File: src/nfa_pkg.sv
// ---------------------------------------------------------------------------
// nfa_pkg: shared types and constants
// Node descriptor layout, item kinds, controller states and command/status.
// ---------------------------------------------------------------------------
package nfa_pkg;

  localparam int NODE_COUNT = 64;
  localparam int NODE_W     = 6;
  localparam int SYM_W      = 7;
  localparam int CLASS_W    = 64;

  typedef enum logic [1:0] {
    KIND_WRITE_NODE  = 2'd0,
    KIND_WRITE_CLASS = 2'd1,
    KIND_START       = 2'd2,
    KIND_STEP        = 2'd3
  } kind_t;

  typedef enum logic [1:0] {
    ET_EPS   = 2'd0,
    ET_LIT   = 2'd1,
    ET_CLASS = 2'd2,
    ET_NONE  = 2'd3
  } edge_t;

  typedef struct packed {
    logic              inv;
    logic              valid1;
    logic [NODE_W-1:0] next1;
    logic              valid0;
    logic [NODE_W-1:0] next0;
    logic [SYM_W-1:0]  sym;
    logic [1:0]        etype;
  } node_desc_t;

  typedef enum logic [2:0] {
    ST_IDLE,
    ST_MOVE,
    ST_CLOSE,
    ST_ACC,
    ST_OUT
  } state_t;

  typedef struct packed {
    logic load_item;
    logic scan_move;
    logic scan_close;
    logic commit_round;
    logic scan_acc;
  } cmd_t;

  typedef struct packed {
    logic scan_last;
    logic grew;
    logic kind_write;
    logic kind_start;
  } status_t;

endpackage

File: src/nfa_ctrl.sv
// ---------------------------------------------------------------------------
// nfa_ctrl: controller
// Sequences move scan, closure rounds, accept scan and result transfer.
// ---------------------------------------------------------------------------
module nfa_ctrl (
  input  logic             clk,
  input  logic             rst,
  input  logic             in_valid,
  output logic             in_ready,
  output logic             out_valid,
  input  logic             out_ready,
  input  nfa_pkg::status_t st,
  output nfa_pkg::cmd_t    cmd
);

  nfa_pkg::state_t state, state_next;

  always_ff @(posedge clk) begin
    if (rst) state <= nfa_pkg::ST_IDLE;
    else state <= state_next;
  end

  always_comb begin
    state_next = state;
    unique case (state)
      nfa_pkg::ST_IDLE: if (in_valid) begin
        if (st.kind_write) state_next = nfa_pkg::ST_ACC;
        else if (st.kind_start) state_next = nfa_pkg::ST_CLOSE;
        else state_next = nfa_pkg::ST_MOVE;
      end
      nfa_pkg::ST_MOVE:  if (st.scan_last) state_next = nfa_pkg::ST_CLOSE;
      nfa_pkg::ST_CLOSE: if (st.scan_last && !st.grew) state_next = nfa_pkg::ST_ACC;
      nfa_pkg::ST_ACC:   if (st.scan_last) state_next = nfa_pkg::ST_OUT;
      nfa_pkg::ST_OUT:   if (out_ready) state_next = nfa_pkg::ST_IDLE;
      default:           state_next = nfa_pkg::ST_IDLE;
    endcase
  end

  always_comb begin
    cmd = '0;
    in_ready = 1'b0;
    out_valid = 1'b0;
    unique case (state)
      nfa_pkg::ST_IDLE: begin
        in_ready = 1'b1;
        cmd.load_item = in_valid;
      end
      nfa_pkg::ST_MOVE: begin
        cmd.scan_move = 1'b1;
        cmd.commit_round = st.scan_last;
      end
      nfa_pkg::ST_CLOSE: begin
        cmd.scan_close = 1'b1;
        cmd.commit_round = st.scan_last;
      end
      nfa_pkg::ST_ACC: cmd.scan_acc = 1'b1;
      nfa_pkg::ST_OUT: out_valid = 1'b1;
      default: ;
    endcase
  end

endmodule

File: config.mk
export PLATFORM = sky130hd
export DESIGN_NAME = nfa_ctrl
export DESIGN_NICKNAME = d
export VERILOG_FILES = /design/src/nfa_pkg.sv /design/src/nfa_ctrl.sv
export SDC_FILE = /design/constraint.sdc
export NUM_CORES = 1
export LEC_CHECK = 0
export CORE_AREA = 10 10 47 49
export DETAILED_ROUTE_END_ITERATION = 6
export DIE_AREA = 0 0 57 59
export DONT_BUFFER_PORTS = 1
export PLACE_DENSITY = 0.44
export SETUP_SLACK_MARGIN = 0.4
export SLEW_MARGIN = 10
export SYNTH_ARGS = -nofsm -noshare
export SYNTH_HDL_FRONTEND = slang
export SYNTH_SLANG_ARGS = --single-unit
File: constraint.sdc
create_clock -name clk -period 1.6 [get_ports clk]
set_input_delay 0 -clock clk [delete_from_list [all_inputs] [get_ports clk]]
set_output_delay 0 -clock clk [all_outputs]
set_load 0.005 [all_outputs]
======== Word level (Yosys, flattened, before mapping) ========
Index checks and enable logic that the tools add are counted.
word-level totals
  register bits after elaboration ......... 3
  bits in latches ......................... 0
  RAM bits ................................ 0
  memory bits (read-only) ................. 0
  bits of input ports ..................... 8
  output and inout port bits .............. 7
  word-level logic and storage cells ...... 30
  memories kept ........................... 0
cells by class
  add/sub/neg operators ................... 0
  $mul .................................... 0
  div/mod/pow operators ................... 0
  $lt $le $gt $ge ......................... 0
  equal/unequal tests ..................... 9
  shift-type cells ........................ 0
  multiplexer cells ....................... 15
  bitwise operators ....................... 0
  reduce and logical (&&, ||, !) cells .... 5
operator list
  cell                  number
  $mux W3               5
  $pmux W3 S5           1
  $ne A2 B2 Y1 const B  5
  $mux W1               7
  $eq A3 B2 Y1 const B  2
  $reduce_and A5 Y1     1
  $mux W2               2
  $eq A3 B1 Y1 const B  1
  $eq A3 B3 Y1 const B  1
  $logic_not A3 Y1      1
  $reduce_or A2 Y1      1
  $logic_and A1 B1 Y1   1
  $logic_not A1 Y1      1

======== Logic depth before layout (Yosys ltp) ========
Gate-level depths: netlist of run 1.
  word-level depth ........................ 4
  depth in mapped cells ................... 5
  depth with buffers taken out ............ 4

======== Least setup slack after synthesis of run 1 ========
OpenSTA, ideal clock, no wires.
  path kind ............................... register to register
  start point ............................. register state[2]
  end point ............................... register state[0]
  setup time .............................. 0.067 ns
  data arrival time ....................... 1.055 ns
  required time ........................... 1.533 ns
  setup slack ............................. 0.478 ns
  cell stages (with the launch flop) ...... 4
  buffers on the path ..................... 1
  period minus slack after synthesis ...... 1.122 ns
  cells stage by stage .................... dfxtp_1 -> buf_6 -> or4_4 -> o21ai_2
between the ends
  longest elaborated chain between the ends .. 3
  elaborated cells between the ends (all ways) .. 12
  classes of those cells .................. eq/ne: 9; mux: 1; reduce/logical: 2
RTL lines
  item                                        RTL line        source
  from (decl)                                 nfa_ctrl.sv:16  nfa_pkg::state_t state, state_next;
  from (signal assigned)                      nfa_ctrl.sv:19  if (rst) state <= nfa_pkg::ST_IDLE;
  from (signal assigned)                      nfa_ctrl.sv:20  else state <= state_next;
  $eq A3 B2 Y1, or another cell as far along  nfa_ctrl.sv:25  unique case (state)
  $ne A2 B2 Y1 (no source line)               --
  $reduce_and A5 Y1 (no source line)          --
Parallel ways exist; a longest one is shown, timed or not.
A chain may end at the register's enable or synchronous reset.

======== Final worst setup path of run 1 ========
  start point ............................. register state[0]
  end point ............................... register state[1]
The elaborated chain is that of the path after synthesis.

==> results.toml, run 1 <==
[run_status]
status = "complete, no violations"

[clock_network]
clockRootBuffer = "sky130_fd_sc_hd__clkbuf_4"
cts_buffers = 3
cts_tree = "built"
clock-sinks = 3
htree_num_levels = 1
clkTransAtPathRegs_ps = 40
cts_max_path_buffers = 2
clk_latency_ps = 240

[finish]
fin_area_um2 = 333
final_util_pct = 23.8
diodes = 0
final_net_count = 42
most-common-layout-cells = "3 x sky130_fd_sc_hd__a21oi_1, 3 x sky130_fd_sc_hd__clkbuf_4, 2 x sky130_fd_sc_hd__nor3b_2, 2 x sky130_fd_sc_hd__dlygate4sd3_1, 2 x sky130_fd_sc_hd__dfxtp_4"
largestRegisters = "state: 3 flops"
share_of_layout_cells_above_drive_strength_1_pct = 48.5
largest_register = "state"
stdcell_count = 49
max_ffs_per_register = 3
fill_cells = 172
area.growth.synth_to_final_pct = 18.7

[grt]
antenna_found_initial = 0
grt.overflow.total = 0
wire_length_of_the_first_global_routing_pass_um = 1270
vias_in_the_first_global_route = 284
groute.usage.overall_pct = 5.09
grt_max_degree = 12

[route]
drt_pre_antenna_iters = 4
final_antenna_net_count = 0
detail_route.drc_violations = 0
routed_vias_inst = 5.24
wl_um = 769
vias = 257
drtIter0Drc = 8
detail_route.wl_per_cell_um = 15.7

[min_path]
holdPathStages = 3
min-delay-path-class = "in -> reg"

[setup_path]
critical_path_cell_count = 4
critPathArrivalTime_ps = 1280
cp-start-kind = "flop"
worstPathRequired_ps = 1710
path_class = "reg -> reg"
timing.reg2reg.worst_path_depth = 4
critPathTopFamily = "compound AO/OA/AOI/OAI gates"
critical-path-max-stage-delay_ps = 370
crit_path_max_fanout = 11
setup.worst_path.end_class = "flop"
setup.reg_to_reg.worst_slack_ps = 440
path_cells = "nand2b_1 > a211oi_2 > a211o_1 > a21oi_1"
worst-path-buf-inv = 0
crit_slowest_cell = "sky130_fd_sc_hd__dfxtp_4"

[pwr]
total_switching_power_mw = 0.248
combPwrFrac_pct = 44.0
power_frac_clock_pct = 23.3
power-per-cell-area_nw_per_um2 = 1790
switching_share_pct = 41.7
cell_internal_pwr_mw = 0.347
power.share.sequential_pct = 32.7
p_leak_nw = 0.119
worst_ir_drop_vdd_mv = 0.483

[logic_synthesis]
mappedNetlistArea_um2 = 280
synth.yosys.warnings = 0
post_synth.cell_area_avg_um2 = 9.04
synth_cell_types = 23
seq_area_frac_synth_pct = 21.4
synth-seq-cells = 3
post_syn_instances = 31
syn_nets = 39

[die]
dieWidth_um = 57
fp.dieArea_um2 = 3360
fp.coreArea_um2 = 1400
die-height_um = 59
boundaryPins = 15
num_rows = 14
start_util_pct = 20.0

[sta]
hold_viol = 0
max_freq_mhz = 861
max_slew.worst_pin.slew_ps = 307
timing.slew.headroom_pct = 79.3
skew_ps = 8.98
timing_max_transition_violations_final = 0
setup_tns_ps = 0
layout_min_cycle_time_ps = 1160
report.final.setup_viol = 0
finalCritPeriodShare_pct = 72.6
grt_setup_unrepaired = "no"

[place]
port_buffers = 0
place_area_um2 = 259
last_weighted_congestion_value_of_the_routability_driven_placer = 0.682
placed_cells = 43
dpl.hpwl_um = 589

[flow_run]
max_cap_violations = 0
## final timing paths
kind / from / end
max: state[0]$_SDFFE_PP0P_ / state[1]$_SDFFE_PP0P_
max reg2reg: state[0]$_SDFFE_PP0P_ / state[1]$_SDFFE_PP0P_
min: st[3] / state[1]$_SDFFE_PP0P_
min reg2reg: state[1]$_SDFFE_PP0P_ / state[1]$_SDFFE_PP0P_
## timing repair
| item | CTS | global route |
|---|---|---|
| resized for setup | 5 | 4 |
| endpoints found under the setup margin | 5 | 4 |
| setup buffers | 0 | 0 |
| hold endpoints to repair | 3 | 0 |
| pin swaps | 0 | 1 |
| hold buffers | 2 | 0 |
## worst min-delay path: stages
cell and delay, ps:
sky130_fd_sc_hd__a211oi_2 70, sky130_fd_sc_hd__nand2_1 70, sky130_fd_sc_hd__a21oi_1 50
## power groups by stage
stage / registers [mW] / clock network (mW) / logic [mW]
4_1_cts: 0.180 / 0.145 / 0.262
3_3_place_gp: 0.166 / 0 / 0.243
2_1_floorplan: 0.114 / 0 / 0.311
6_report: 0.194 / 0.139 / 0.262
5_1_grt: 0.204 / 0.156 / 0.294
3_5_place_dp: 0.172 / 0 / 0.247
## synth_stat cells, drive strengths merged
cell,number,share of area [%]
a211o,1,3.1
a211oi,1,4.5
a21o,1,2.7
a21oi,3,5.4
and2,2,4.9
and3b,1,3.6
buf,4,15
dfxtp,3,21
mux2i,1,3.6
nand2,1,1.3
nand2b,1,2.2
nand3,1,1.8
nand3b,1,2.7
nand4b,1,3.1
nor2,1,2.2
nor3,1,1.8
nor3b,3,8.0
o21a,1,2.7
o21ai,1,3.1
o41ai,1,3.1
or4,1,4.0
## metrics by stage
stage	power, mW	hold slack, ps	setup WS [ps]
CTS	0.587	1.76	406
detailed placement	0.419	77.0	329
global placement	0.409	78.8	370
global route	0.654	4.18	406
finish	0.595	18.2	438
floorplan	0.425	69.1	478
## metal layers
metal	share of wire, %	track usage, %	vias to the layer above
li1	-	-	118
met2	46	7.13	15
met4	3.1	7.05	0
met5	0	0	-
met3	15	2.58	2
met1	36	4.61	122
## logic make-up (layout without fill, tap and decap cells)
| group | Yosys count | count (layout) | synth area share, % |
|---|---|---|---|
| AO/OA/AOI/OAI | 9 | 9 | 24.6 |
| multiplexers | 1 | 1 | 3.57 |
| buffers and inverters | 4 | 6 | 14.7 |
| flip-flops | 3 | 3 | 21.4 |
| AND/OR/NAND/NOR | 14 | 14 | 35.7 |
## layout make-up
cell class	instances	area, µm²	share of cell area, %
Tap cell	16	20.0	6.02
Clock buffer	4	26.3	7.89
Sequential cell	3	68.8	20.7
Timing Repair Buffer	2	20.0	6.02
Multi-Input combinational cell	24	198	59.4
Power figures use the tool's default switching activity.
==> run 2, diff against run 1 <==
--- a/config.mk
+++ b/config.mk
@@ -9,7 +9,7 @@
 export DETAILED_ROUTE_END_ITERATION = 6
 export DIE_AREA = 0 0 57 59
 export DONT_BUFFER_PORTS = 1
-export PLACE_DENSITY = 0.44
+export PLACE_DENSITY = 0.45
 export SETUP_SLACK_MARGIN = 0.4
 export SLEW_MARGIN = 10
 export SYNTH_ARGS = -nofsm -noshare
==> constraint.sdc (replaced) <==
create_clock -name clk -period 1 [get_ports clk]
set_input_delay 0 -clock clk [delete_from_list [all_inputs] [get_ports clk]]
set_output_delay 0 -clock clk [all_outputs]
set_load 0.005 [all_outputs]
==> results.toml, run 2 (same netlist as run 1, synthesis figures left out) <==
[sta]
skew_ps = 0.910
timing.slew.headroom_pct = 79.2
finalCritPeriodShare_pct = 111
layout_min_cycle_time_ps = 1110
layout_setup_ws_ps = -107
grt_setup_unrepaired = "yes"
max_slew.worst_pin.slew_ps = 307
setup_tns_ps = -596
hold_viol = 2
report.final.setup_viol = 8
max_freq_mhz = 903
timing_max_transition_violations_final = 0
whs_ps = -40.9

[finish]
share_of_layout_cells_above_drive_strength_1_pct = 63.4
diodes = 0
mostFrequentLayoutCell = "sky130_fd_sc_hd__buf_6"
final_net_count = 50
fill_cells = 151
most-common-layout-cells = "5 x sky130_fd_sc_hd__buf_6, 4 x sky130_fd_sc_hd__buf_4, 3 x sky130_fd_sc_hd__a21oi_1, 3 x sky130_fd_sc_hd__clkbuf_4, 3 x sky130_fd_sc_hd__dfxtp_4"
max_ffs_per_register = 3
largestRegisters = "state: 3 flops"
largest_register = "state"
stdcell_count = 57
area.growth.synth_to_final_pct = 62.1

[place]
place_worst_setup_slack_ps = -168
last_weighted_congestion_value_of_the_routability_driven_placer = 0.724
dpl.hpwl_um = 628
placed_cells = 51
port_buffers = 0

[clock_network]
clkTransAtPathRegs_ps = 40
clk_latency_ps = 230
htree_num_levels = 1
clock-sinks = 3
clockRootBuffer = "sky130_fd_sc_hd__clkbuf_4"
cts_buffers = 3
cts_tree = "built"
cts_max_path_buffers = 2

[run_status]
status = "complete, but fails checks"
violated_checks = "negative hold slack, negative setup slack"

[setup_path]
critical_path.endpoint = "state[0]$_SDFFE_PP0P_"
regToRegEndpoint = "state[1]$_SDFFE_PP0P_"
crit_path_max_fanout = 4
timing.reg2reg.worst_path_depth = 4
critPathArrivalTime_ps = 1270
setup.worst_path.end_class = "flop"
cp-start-kind = "input pin"
timing.rr.start = "state[0]$_SDFFE_PP0P_"
setup.reg_to_reg.worst_slack_ps = -100
path_class = "in -> reg"
worstPathRequired_ps = 1160
beginning_of_the_critical_path = "rst"

[die]
start_util_pct = 20.0
fp.coreArea_um2 = 1400
fp.dieArea_um2 = 3360
boundaryPins = 15
dieWidth_um = 57
die-height_um = 59
num_rows = 14

[route]
detail_route.drc_violations = 0
wl_um = 894
wl_met1_um = 407
final_antenna_net_count = 0
vias = 265
drtIter0Drc = 4
route.met3.wl_um = 43
routed_vias_inst = 4.65
drt_pre_antenna_iters = 4
route.top_layer_used = "met3"
detail_route.wl_per_cell_um = 15.7
wl_met2_um = 443

[pwr]
worst_ir_drop_vdd_mv = 1.04
p_leak_nw = 0.170
finalPower_mw = 1.34
power-per-cell-area_nw_per_um2 = 2940

[grt]
antenna_found_initial = 0
groute.usage.overall_pct = 5.44
wire_length_of_the_first_global_routing_pass_um = 1430
grt.overflow.total = 0
grt_max_degree = 8
vias_in_the_first_global_route = 309

[flow_run]
max_cap_violations = 0

[min_path]
min-delay-path-class = "in -> reg"
-- run 2: changes by cell type in the layout (fill, tap and decap cells not counted), moves of 2 or more --
cell / change
sky130_fd_sc_hd__nor3b_4: +2
sky130_fd_sc_hd__buf_4: +4
sky130_fd_sc_hd__buf_6: +5
sky130_fd_sc_hd__nor3b_2: -2
-- run 2: layout make-up --
cell class / count / area, µm² / area share [%]
repair buffers: 10 / 96.3 / 21.2
clock buffers: 4 / 26.3 / 5.79
well taps: 16 / 20.0 / 4.41
multi-input cells: 24 / 240 / 52.9
flip-flops and latches: 3 / 71.3 / 15.7
-- run 2: routing by layer --
layer	vias to the layer above	GRT usage [%]
li1	137	-
met1	119	5.58
met2	9	8.84
met3	0	2.79
met4	0	3.02
met5	-	0
-- run 2: worst min path at each step --
| stage | depth (start not counted) | startpoint | slack [ps] | to |
|---|---|---|---|---|
| final | 2 | st[3] | -40 | state[2]$_SDFFE_PP0P_ |
| after detailed placement | 1 | rst | 70 | state[2]$_SDFFE_PP0P_ |
| after CTS | 1 | rst | -180 | state[2]$_SDFFE_PP0P_ |
| after global placement | 1 | rst | 70 | state[2]$_SDFFE_PP0P_ |
| after floorplan | 1 | rst | 60 | state[2]$_SDFFE_PP0P_ |
| after global routing | 2 | st[3] | -30 | state[2]$_SDFFE_PP0P_ |
-- run 2: what timing repair did --
item / CTS / global route
resized for setup: 12 / 8
buffers inserted: 1 / 0
pin swaps: 6 / 1
setup endpoints to repair: 10 / 10
hold endpoints to repair: 3 / 3
-- run 2: stage by stage --
stage                     cell area, µm²  utilization (%)
after floorplan                      290                -
after global placement               325             23.2
after detailed placement             325             23.2
after CTS                            405             28.9
after global routing                 454             32.4
final                                454             32.4
-- run 2: power by group --
group,internal (mW),switching (mW)
sequential,0.187,0.0972
combinational,0.505,0.339
clock,0.149,0.0588
-- run 2: worst max-delay path, cell delays in order --
cell                            delay, ps
sky130_fd_sc_hd__dlygate4sd3_1        590
sky130_fd_sc_hd__or4_4                550
sky130_fd_sc_hd__o21ai_2              130
